**src/rtl/frt_pkg.sv**
```systemverilog
// package for the 16-bit free-running timer: codes, register offsets, bit positions, item types
`default_nettype none
package frt_pkg;

    // action codes carried in an input item
    localparam logic [2:0] ACT_READ    = 3'd0;
    localparam logic [2:0] ACT_WRITE   = 3'd1;
    localparam logic [2:0] ACT_SYS_CLK = 3'd2;
    localparam logic [2:0] ACT_EXT_CLK = 3'd3;
    localparam logic [2:0] ACT_CAPTURE = 3'd4;

    // byte register offsets
    localparam logic [3:0] REG_TCR   = 4'd0;
    localparam logic [3:0] REG_TCSR  = 4'd1;
    localparam logic [3:0] REG_FRC_H = 4'd2;
    localparam logic [3:0] REG_FRC_L = 4'd3;
    localparam logic [3:0] REG_OCRA_H = 4'd4;
    localparam logic [3:0] REG_OCRA_L = 4'd5;
    localparam logic [3:0] REG_OCRB_H = 4'd6;
    localparam logic [3:0] REG_OCRB_L = 4'd7;
    localparam logic [3:0] REG_ICR_H = 4'd8;
    localparam logic [3:0] REG_ICR_L = 4'd9;

    // clock select codes in TCR bits 1..0
    localparam logic [1:0] CKS_DIV4  = 2'd0;
    localparam logic [1:0] CKS_DIV8  = 2'd1;
    localparam logic [1:0] CKS_DIV32 = 2'd2;
    localparam logic [1:0] CKS_EXT   = 2'd3;

    // TCR bit positions
    localparam int TCR_ICIE  = 7;
    localparam int TCR_OCIEB = 6;
    localparam int TCR_OCIEA = 5;
    localparam int TCR_OVIE  = 4;
    localparam int TCR_OEB   = 3;
    localparam int TCR_OEA   = 2;

    // TCSR bit positions
    localparam int SR_ICF   = 7;
    localparam int SR_OCFB  = 6;
    localparam int SR_OCFA  = 5;
    localparam int SR_OVF   = 4;
    localparam int SR_OLVLB = 3;
    localparam int SR_OLVLA = 2;
    localparam int SR_IEDG  = 1;
    localparam int SR_CCLRA = 0;

    localparam logic [15:0] COUNT_MAX    = 16'hFFFF;
    localparam logic [15:0] COMPARE_INIT = 16'hFFFF;
    localparam logic [7:0]  UNUSED_READ  = 8'hFF;

    // one input item
    typedef struct packed {
        logic       edge_rising;
        logic [7:0] write_data;
        logic [3:0] reg_index;
        logic [2:0] action;
    } item_t;

    // one result item
    typedef struct packed {
        logic       pin_b;
        logic       pin_a;
        logic       irq_overflow;
        logic       irq_compare_b;
        logic       irq_compare_a;
        logic       irq_capture;
        logic [7:0] read_data;
    } result_t;

endpackage
`default_nettype wire

```
**src/rtl/free_running_timer_16bit.sv**
```systemverilog
// top level of the 16-bit free-running timer with compare outputs and input capture
// an accepted item's result is registered in the result register, or in the skid stage while that one waits
// throughput: one item per cycle while the skid stage is empty, set by the single-pass state update in frt_core
// a skid stage keeps taking one more item while the result register waits on m_tready
// reset: synchronous active-low aresetn clears all timer state and both output stages
`default_nettype none
module free_running_timer_16bit (
    input  wire logic        aclk,
    input  wire logic        aresetn,
    input  wire logic        s_tvalid,
    output logic             s_tready,
    // action[2:0], reg_index[6:3], write_data[14:7], edge_rising[15]
    input  wire logic [15:0] s_tdata,
    output logic             m_tvalid,
    input  wire logic        m_tready,
    // read_data[7:0], irq_capture[8], irq_compare_a[9], irq_compare_b[10],
    // irq_overflow[11], pin_a[12], pin_b[13], zero[15:14]
    output logic [15:0]      m_tdata
);

    frt_pkg::item_t   item;
    frt_pkg::result_t result;
    frt_pkg::result_t main_reg;
    frt_pkg::result_t skid_reg;
    logic             main_valid_reg;
    logic             skid_valid_reg;
    logic             accept;

    assign item     = frt_pkg::item_t'(s_tdata);
    assign s_tready = !skid_valid_reg;
    assign accept   = s_tvalid && s_tready;
    assign m_tvalid = main_valid_reg;
    assign m_tdata  = {2'b00, main_reg};

    frt_core u_core (
        .aclk       (aclk),
        .aresetn    (aresetn),
        .item_valid (accept),
        .item       (item),
        .result     (result)
    );

    // result register with skid stage
    always_ff @(posedge aclk) begin
        if (!aresetn) begin
            main_valid_reg <= 1'b0;
            skid_valid_reg <= 1'b0;
        end else if (!main_valid_reg || m_tready) begin
            if (skid_valid_reg) begin
                main_reg       <= skid_reg;
                main_valid_reg <= 1'b1;
                skid_valid_reg <= 1'b0;
            end else begin
                main_reg       <= result;
                main_valid_reg <= accept;
            end
        end else if (accept) begin
            skid_reg       <= result;
            skid_valid_reg <= 1'b1;
        end
    end

`ifndef SYNTHESIS
    // a parked item always has one ahead of it
    assert property (@(posedge aclk) disable iff (!aresetn)
        skid_valid_reg |-> main_valid_reg)
        else $error("skid item without result ahead");

    // an item taken behind a stalled result lands in the skid stage
    assert property (@(posedge aclk) disable iff (!aresetn)
        (accept && m_tvalid && !m_tready) |=> skid_valid_reg)
        else $error("item lost behind stalled result");

    // reset leaves no result pending
    assert property (@(posedge aclk)
        !aresetn |=> !m_tvalid && s_tready)
        else $error("output stages not cleared by reset");
`endif

endmodule
`default_nettype wire

```
**src/rtl/frt_core.sv**
```systemverilog
// timer state and the single-pass update for one accepted item
`default_nettype none
module frt_core (
    input  wire logic            aclk,
    input  wire logic            aresetn,
    input  wire logic            item_valid,
    input  wire frt_pkg::item_t  item,
    output frt_pkg::result_t     result
);

    logic [7:0]  control_reg, control_next;
    logic [7:0]  status_reg, status_next;
    logic [3:0]  seen_reg, seen_next;
    logic [15:0] counter_reg, counter_next;
    logic [15:0] compare_a_reg, compare_a_next;
    logic [15:0] compare_b_reg, compare_b_next;
    logic [15:0] capture_reg, capture_next;
    logic [7:0]  temp_reg, temp_next;
    logic [4:0]  presc_reg, presc_next;
    logic        level_a_reg, level_a_next;
    logic        level_b_reg, level_b_next;

    logic [7:0]  read_data;
    logic [15:0] word;
    logic [3:0]  flag_clr;
    logic [4:0]  presc_inc;
    logic        tick;
    logic        hit_a;
    logic        hit_b;
    logic        clr_count;

    assign word  = {temp_reg, item.write_data};
    assign hit_a = counter_reg == compare_a_reg;
    assign hit_b = counter_reg == compare_b_reg;
    assign clr_count = hit_a && status_reg[frt_pkg::SR_CCLRA];
    assign flag_clr  = ~item.write_data[7:4] & seen_reg;
    assign presc_inc = presc_reg + 5'd1;

    // count pulse from the prescaler or an external pulse
    always_comb begin
        tick = 1'b0;
        if (item.action == frt_pkg::ACT_SYS_CLK) begin
            case (control_reg[1:0])
                frt_pkg::CKS_DIV4:  tick = presc_inc[1:0] == 2'd0;
                frt_pkg::CKS_DIV8:  tick = presc_inc[2:0] == 3'd0;
                frt_pkg::CKS_DIV32: tick = presc_inc == 5'd0;
                default:            tick = 1'b0;
            endcase
        end else if (item.action == frt_pkg::ACT_EXT_CLK) begin
            tick = control_reg[1:0] == frt_pkg::CKS_EXT;
        end
    end

    // next state and read data for the item
    always_comb begin
        control_next   = control_reg;
        status_next    = status_reg;
        seen_next      = seen_reg;
        counter_next   = counter_reg;
        compare_a_next = compare_a_reg;
        compare_b_next = compare_b_reg;
        capture_next   = capture_reg;
        temp_next      = temp_reg;
        presc_next     = presc_reg;
        level_a_next   = level_a_reg;
        level_b_next   = level_b_reg;
        read_data      = 8'd0;

        if (item.action == frt_pkg::ACT_SYS_CLK) begin
            presc_next = presc_inc;
        end

        case (item.action)
            frt_pkg::ACT_READ: begin
                case (item.reg_index)
                    frt_pkg::REG_TCR:  read_data = control_reg;
                    frt_pkg::REG_TCSR: begin
                        read_data = status_reg;
                        seen_next = seen_reg | status_reg[7:4];
                    end
                    frt_pkg::REG_FRC_H: begin
                        read_data = counter_reg[15:8];
                        temp_next = counter_reg[7:0];
                    end
                    frt_pkg::REG_FRC_L:  read_data = temp_reg;
                    frt_pkg::REG_OCRA_H: read_data = compare_a_reg[15:8];
                    frt_pkg::REG_OCRA_L: read_data = compare_a_reg[7:0];
                    frt_pkg::REG_OCRB_H: read_data = compare_b_reg[15:8];
                    frt_pkg::REG_OCRB_L: read_data = compare_b_reg[7:0];
                    frt_pkg::REG_ICR_H: begin
                        read_data = capture_reg[15:8];
                        temp_next = capture_reg[7:0];
                    end
                    frt_pkg::REG_ICR_L: read_data = temp_reg;
                    default:            read_data = frt_pkg::UNUSED_READ;
                endcase
            end
            frt_pkg::ACT_WRITE: begin
                case (item.reg_index)
                    frt_pkg::REG_TCR:  control_next = item.write_data;
                    frt_pkg::REG_TCSR: begin
                        // flags clear only after being read as set
                        status_next = {status_reg[7:4] & ~flag_clr, item.write_data[3:0]};
                        seen_next   = seen_reg & ~flag_clr;
                    end
                    frt_pkg::REG_FRC_H, frt_pkg::REG_OCRA_H, frt_pkg::REG_OCRB_H:
                        temp_next = item.write_data;
                    frt_pkg::REG_FRC_L:  counter_next   = word;
                    frt_pkg::REG_OCRA_L: compare_a_next = word;
                    frt_pkg::REG_OCRB_L: compare_b_next = word;
                    default: ;
                endcase
            end
            frt_pkg::ACT_CAPTURE: begin
                if (item.edge_rising == status_reg[frt_pkg::SR_IEDG]) begin
                    capture_next = counter_reg;
                    status_next[frt_pkg::SR_ICF] = 1'b1;
                end
            end
            default: ;
        endcase

        // match, clear and overflow on a count pulse
        if (tick) begin
            if (hit_a) begin
                status_next[frt_pkg::SR_OCFA] = 1'b1;
                if (control_reg[frt_pkg::TCR_OEA]) begin
                    level_a_next = status_reg[frt_pkg::SR_OLVLA];
                end
            end
            if (hit_b) begin
                status_next[frt_pkg::SR_OCFB] = 1'b1;
                if (control_reg[frt_pkg::TCR_OEB]) begin
                    level_b_next = status_reg[frt_pkg::SR_OLVLB];
                end
            end
            if (counter_reg == frt_pkg::COUNT_MAX && !clr_count) begin
                status_next[frt_pkg::SR_OVF] = 1'b1;
            end
            counter_next = clr_count ? 16'd0 : counter_reg + 16'd1;
        end
    end

    // result seen after the item
    always_comb begin
        result.read_data     = read_data;
        result.irq_capture   = status_next[frt_pkg::SR_ICF] & control_next[frt_pkg::TCR_ICIE];
        result.irq_compare_a = status_next[frt_pkg::SR_OCFA] & control_next[frt_pkg::TCR_OCIEA];
        result.irq_compare_b = status_next[frt_pkg::SR_OCFB] & control_next[frt_pkg::TCR_OCIEB];
        result.irq_overflow  = status_next[frt_pkg::SR_OVF] & control_next[frt_pkg::TCR_OVIE];
        result.pin_a         = level_a_next;
        result.pin_b         = level_b_next;
    end

    // timer state registers
    always_ff @(posedge aclk) begin
        if (!aresetn) begin
            control_reg   <= 8'd0;
            status_reg    <= 8'd0;
            seen_reg      <= 4'd0;
            counter_reg   <= 16'd0;
            compare_a_reg <= frt_pkg::COMPARE_INIT;
            compare_b_reg <= frt_pkg::COMPARE_INIT;
            capture_reg   <= 16'd0;
            temp_reg      <= 8'd0;
            presc_reg     <= 5'd0;
            level_a_reg   <= 1'b0;
            level_b_reg   <= 1'b0;
        end else if (item_valid) begin
            control_reg   <= control_next;
            status_reg    <= status_next;
            seen_reg      <= seen_next;
            counter_reg   <= counter_next;
            compare_a_reg <= compare_a_next;
            compare_b_reg <= compare_b_next;
            capture_reg   <= capture_next;
            temp_reg      <= temp_next;
            presc_reg     <= presc_next;
            level_a_reg   <= level_a_next;
            level_b_reg   <= level_b_next;
        end
    end

endmodule
`default_nettype wire

```
**config.mk**
```make
export PLATFORM = sky130hd
export DESIGN_NAME = free_running_timer_16bit
export DESIGN_NICKNAME = d
export VERILOG_FILES = /design/src/rtl/frt_pkg.sv /design/src/rtl/free_running_timer_16bit.sv /design/src/rtl/frt_core.sv
export SDC_FILE = /design/constraint.sdc
export NUM_CORES = 1
export LEC_CHECK = 0
export BUFFER_PORTS_ARGS = -buffer_cell sky130_fd_sc_hd__buf_2
export CORE_MARGIN = 2
export CORE_UTILIZATION = 66
export CTS_CLUSTER_DIAMETER = 50
export DETAILED_ROUTE_END_ITERATION = 10
export PLACE_DENSITY = 0.95
export REMOVE_ABC_BUFFERS = 1
export SYNTH_ARGS = -nofsm -noshare
export SYNTH_HDL_FRONTEND = slang
export SYNTH_SLANG_ARGS = --single-unit
```
**constraint.sdc**
```tcl
create_clock -name aclk -period 6 [get_ports aclk]
set_input_delay 0.9 -clock aclk [delete_from_list [all_inputs] [get_ports aclk]]
set_output_delay 0.9 -clock aclk [all_outputs]
set_load 0.05 [all_outputs]
```
* Yosys cells after proc, flatten, opt, wreduce, memory -nomap -nowiden
Cells that the tools add are included.
Word-level totals: bits in registers 129, input bits 20, output and inout bits 18, logic and storage cells 130
Cells by class: add/sub/neg operators 2, eq/ne operators 24, muxes and demuxes 33, bitwise operators 12, reduce and logical (&&, ||, !) cells 30
Operator list (count):
- case mux 8 bit (9 select lines) | 1
- two-way mux 16 bit | 4
- two-way mux 8 bit | 5
- equality test 16 bit | 2
- case mux 8 bit (2 select lines) | 2
- AND reduction 3 bit | 7
- adder 16 x 1 -> 16 bit (second input constant) | 1
- equality test 16 bit (second input constant) | 1
- equality test 4 x 3 -> 1 bit (second input constant) | 4
- two-way mux 14 bit | 1
- two-way mux 1 bit | 13
- AND 4 bit | 3
- equality test 4 x 2 -> 1 bit (second input constant) | 2
- equality test 4 bit (second input constant) | 2
- two-way mux 4 bit | 2
- inverter 4 bit | 2
- case mux 4 bit (2 select lines) | 1
- AND reduction 4 bit | 2
- two-way mux 7 bit | 1
- equality test 3 x 2 -> 1 bit (second input constant) | 2
- logical NOT 3 bit | 2
- nonzero test 2 bit | 3
- adder 5 x 1 -> 5 bit (second input constant) | 1
- logical NOT 5 bit | 1
- 23 further kinds | 36

* Depth between registers and ports, before layout
depth after elaboration 10, mapped depth 8

* Hierarchy
Synthesis repeated with hierarchy kept, for this count alone.
Second synthesis, totals: cell total of the unflattened synthesis 778, area, all modules 6839.1 µm²
Modules (own cells, without submodules):
- frt_core | instances 1, cells an instance 720, area an instance 5672.9 µm²
- free_running_timer_16bit | instances 1, cells an instance 58, area an instance 1166.1 µm²

* Least setup slack after synthesis
Ideal clock, no wire load.
kind input to register, start point in aresetn, end point reg main_reg, in the netlist m_tdata[0] (enable), data arrival time 2.313 ns, setup slack 3.303 ns, cell stages on the path 5, path buffers 3, cell sequence clkbuf_1 -> inv_1 -> clkbuf_1 -> clkbuf_1 -> nor2_1
Between the ends: cells in the longest elaborated chain, start to end 1
RTL lines:
- start: declaration | RTL line free_running_timer_16bit.sv:9 | input wire logic aresetn,
- AND reduction 2 bit (no source line)
- end signal: assignment | RTL line free_running_timer_16bit.sv:50 | main_reg <= skid_reg;
- end signal: assignment | RTL line free_running_timer_16bit.sv:54 | main_reg <= result;
- end: declaration | RTL line free_running_timer_16bit.sv:23 | frt_pkg::result_t main_reg;
Every way passes these cells. A chain may end at the register's enable or synchronous reset.

* Final worst setup path
start point reg skid_valid_reg, end point reg u_core.counter_reg[10]
Between the ends: cells in the longest elaborated chain, start to end 3
RTL lines:
- start: declaration | RTL line free_running_timer_16bit.sv:26 | logic skid_valid_reg;
- start signal: assignment | RTL line free_running_timer_16bit.sv:47 | skid_valid_reg <= 1'b0;
- start signal: assignment | RTL line free_running_timer_16bit.sv:52 | skid_valid_reg <= 1'b0;
- start signal: assignment | RTL line free_running_timer_16bit.sv:59 | skid_valid_reg <= 1'b1;
- logical NOT 1 bit | RTL line free_running_timer_16bit.sv:30 | assign s_tready = !skid_valid_reg;
- logical AND 1 bit | RTL line free_running_timer_16bit.sv:31 | assign accept = s_tvalid && s_tready;
- AND reduction 3 bit (no source line)
- end signal: assignment | RTL line frt_core.sv:173 | counter_reg <= counter_next;
- end: declaration | RTL line frt_core.sv:14 | logic [15:0] counter_reg, counter_next;
Every way passes these cells.

==> results.cfg <==
[sta]
finalMaxSlewViolations = 0
slew_headroom = 0.178
finalCritPeriodShare = 0.475
fmax_mhz = 351
finalHoldViolations = 0
setup_tns_ps = 0
finClkSkew_ps = 5.78
rsz0062_at_grt = false
tightest_slew_ps = 1230
setup_viol_count_final = 0
post-route-min-period_ps = 2850

[finish]
antenna_cells = 0
seqCellArea_sq_mm = 0.00286
final_layout_size_suffix_gt1_frac = 0.148
area_growth_pct = 9.06
multiInputGateArea_sq_mm = 0.00374
num-fill-cells = 766
layout.nets = 799

[run_status]
status = finished clean

[critical_path]
rr_endpoint = u_core.counter_reg[10]
startpoint_type = flop
cp-end-kind = flop
cp.required_ps = 6430
critical_path_class = flop to flop
cp.arrival_ps = 3280
max_stage_delay_ps = 750
crit_start = skid_valid_reg
r2r_setup_slack_ps = 3150
path_cells = inv_2 > nand2_1 > o22a_1 > a221oi_1 > a2111oi_2
r2r_cells = 5
cp_max_fo = 20
cp_slowest_cell = o22a_1
reg2reg_from = skid_valid_reg

[logic_synthesis]
synthFlopType = dfxtp_1
synth_area_sq_mm = 0.00698
synthArstFlopShare = 0
ys_seq_area_frac = 0.410
synth_cell_types = 80
yosys_warnings = 0
avgSynthCellArea_sq_um = 8.94
syn_inst = 780
synth_edf_count = 28
ys_seq_elements = 129

[clock_network]
cts_buffers = 17
clk_pin_slew_ps = 60
clk_path_buf_depth = 2
htreeDepth = 4
cts_root_buffer = clkbuf_8
cts_tree = yes
clk_latency_ps = 540
cts_setup_buffers = 0
clkSinkCount = 129
ctsHoldBuffers = 0
cts_resized = 0

[route]
dr.pass1.iters = 5
drt-wirelength-per-cell_um = 21.5
drt_iter0_drc = 716
vias = 6211
vias_per_cell = 6.71
routed_wl_mm = 19.9
drc = 0
drtAntennaViolNets = 0

[job]
drv_cap = 0

[place]
hpwl_mm = 13.6
place_congestion = 1.03
port_buffers = 35

[power]
ir_drop_v = 0.000207
p_per_area_mw_per_mm2 = 271
p_leak_nw = 3.10
total_power_mw = 2.06

[worst_hold_path]
hold_depth = 2
hp-start = u_core.capture_reg[3]
hold_end = u_core.capture_reg[3]
holdCritPathClass = flop to flop

[floorplan]
pin_count = 38
coreArea_sq_mm = 0.0103
die_w_um = 107
dieArea_sq_mm = 0.0114
start_util = 0.679
die_y_um = 107
row_count = 37

[grt]
grt_pass1_wl_mm = 31.9
grt_overflow = 0
grt_start_max_net_pins = 58
antenna_found_initial = 0
track_usage = 0.369
grt_pass1_vias = 6103
## power by group
part | switching [mW] | internal, mW | leakage (nW)
Clock | 0.393 | 0.620 | 0.287
Combinational | 0.107 | 0.0381 | 1.73
Sequential | 0.00698 | 0.897 | 1.09
## through the flow
step / std cells / hold WS [ps] / utilization / worst slack, ps / area (sq um)
finish: 925 / 499 / 0.740 / 3150 / 7610
detailed placement: 893 / 477 / 0.683 / 2810 / 7020
floorplan: 718 / 452 / - / 2890 / 6640
CTS: 925 / 497 / 0.740 / 3210 / 7610
global route: 925 / 524 / 0.740 / 2960 / 7610
global placement: 893 / 465 / 0.683 / 2880 / 7020
## worst max path at each step
stage                             end  cells past startpoint
6_report       u_core.counter_reg[10]                      5
4_1_cts        u_core.counter_reg[10]                      5
3_3_place_gp   u_core.counter_reg[10]                      6
2_1_floorplan  u_core.counter_reg[13]                      5
3_5_place_dp   u_core.counter_reg[10]                      6
5_1_grt        u_core.counter_reg[10]                      5
## cells in the mapped netlist (13+ instances only)
master,count,area [sq um]
clkbuf_1,24,90.1
nand2_1,114,428
buf_2,25,125
a21oi_1,21,105
nor2_1,96,360
a221oi_1,14,123
nand4_1,13,81.3
edfxtp_1,28,841
mux2i_1,49,490
dfxtp_1,101,2020
xnor2_1,33,289
nand3_1,46,230
o21ai_0,23,115
## cells in the final DEF, fill, tap and decap left out, drive strengths merged, types with 10 or more instances in the layout
cell,netlist,routed
buf,39,39
clkbuf,24,21
nor2b,12,12
mux2i,49,49
dfxtp,101,101
inv,10,10
xnor2,35,35
edfxtp,28,28
nand2,114,114
mux2,16,16
a21oi,22,22
nor2,97,97
a221oi,15,15
nor3,13,13
o21ai,23,23
a222oi,10,10
nand4,14,14
nand3,50,50
## layout make-up
cell class,instances,share of cell area
inverters,10,0.00493
clock inverters,11,0.0132
well taps,136,0.0224
repair buffers,39,0.0270
clock buffers,21,0.0646
flip-flops and latches,129,0.376
multi-input cells,579,0.492
## cells by family after synthesis
family	count (synthesis)	share of synthesized area
compound gates	136	0.151
xor+xnor	39	0.0511
fa+ha+maj	3	0.00538
buf+inv	73	0.0540
flops	129	0.410
mux	65	0.0983
other cells	1	0.000538
simple gates	334	0.230
## worst max-delay path: cells and delay by family (launching register included)
kind	cells	cell delay, ps
AOI/OAI and AO/OA	3	1200
buffers and inverters	1	250
DFF	1	690
and+or+nand+nor	1	600
## routing by layer
layer / track usage / vias up / wire (um)
met3: 0.0742 / 101 / 2150
met4: 0.228 / 0 / 1180
li1: - / 2792 / -
met5: 0 / - / 0
met2: 0.597 / 433 / 9440
met1: 0.453 / 2885 / 7150
(Power assumes the default switching activity.)
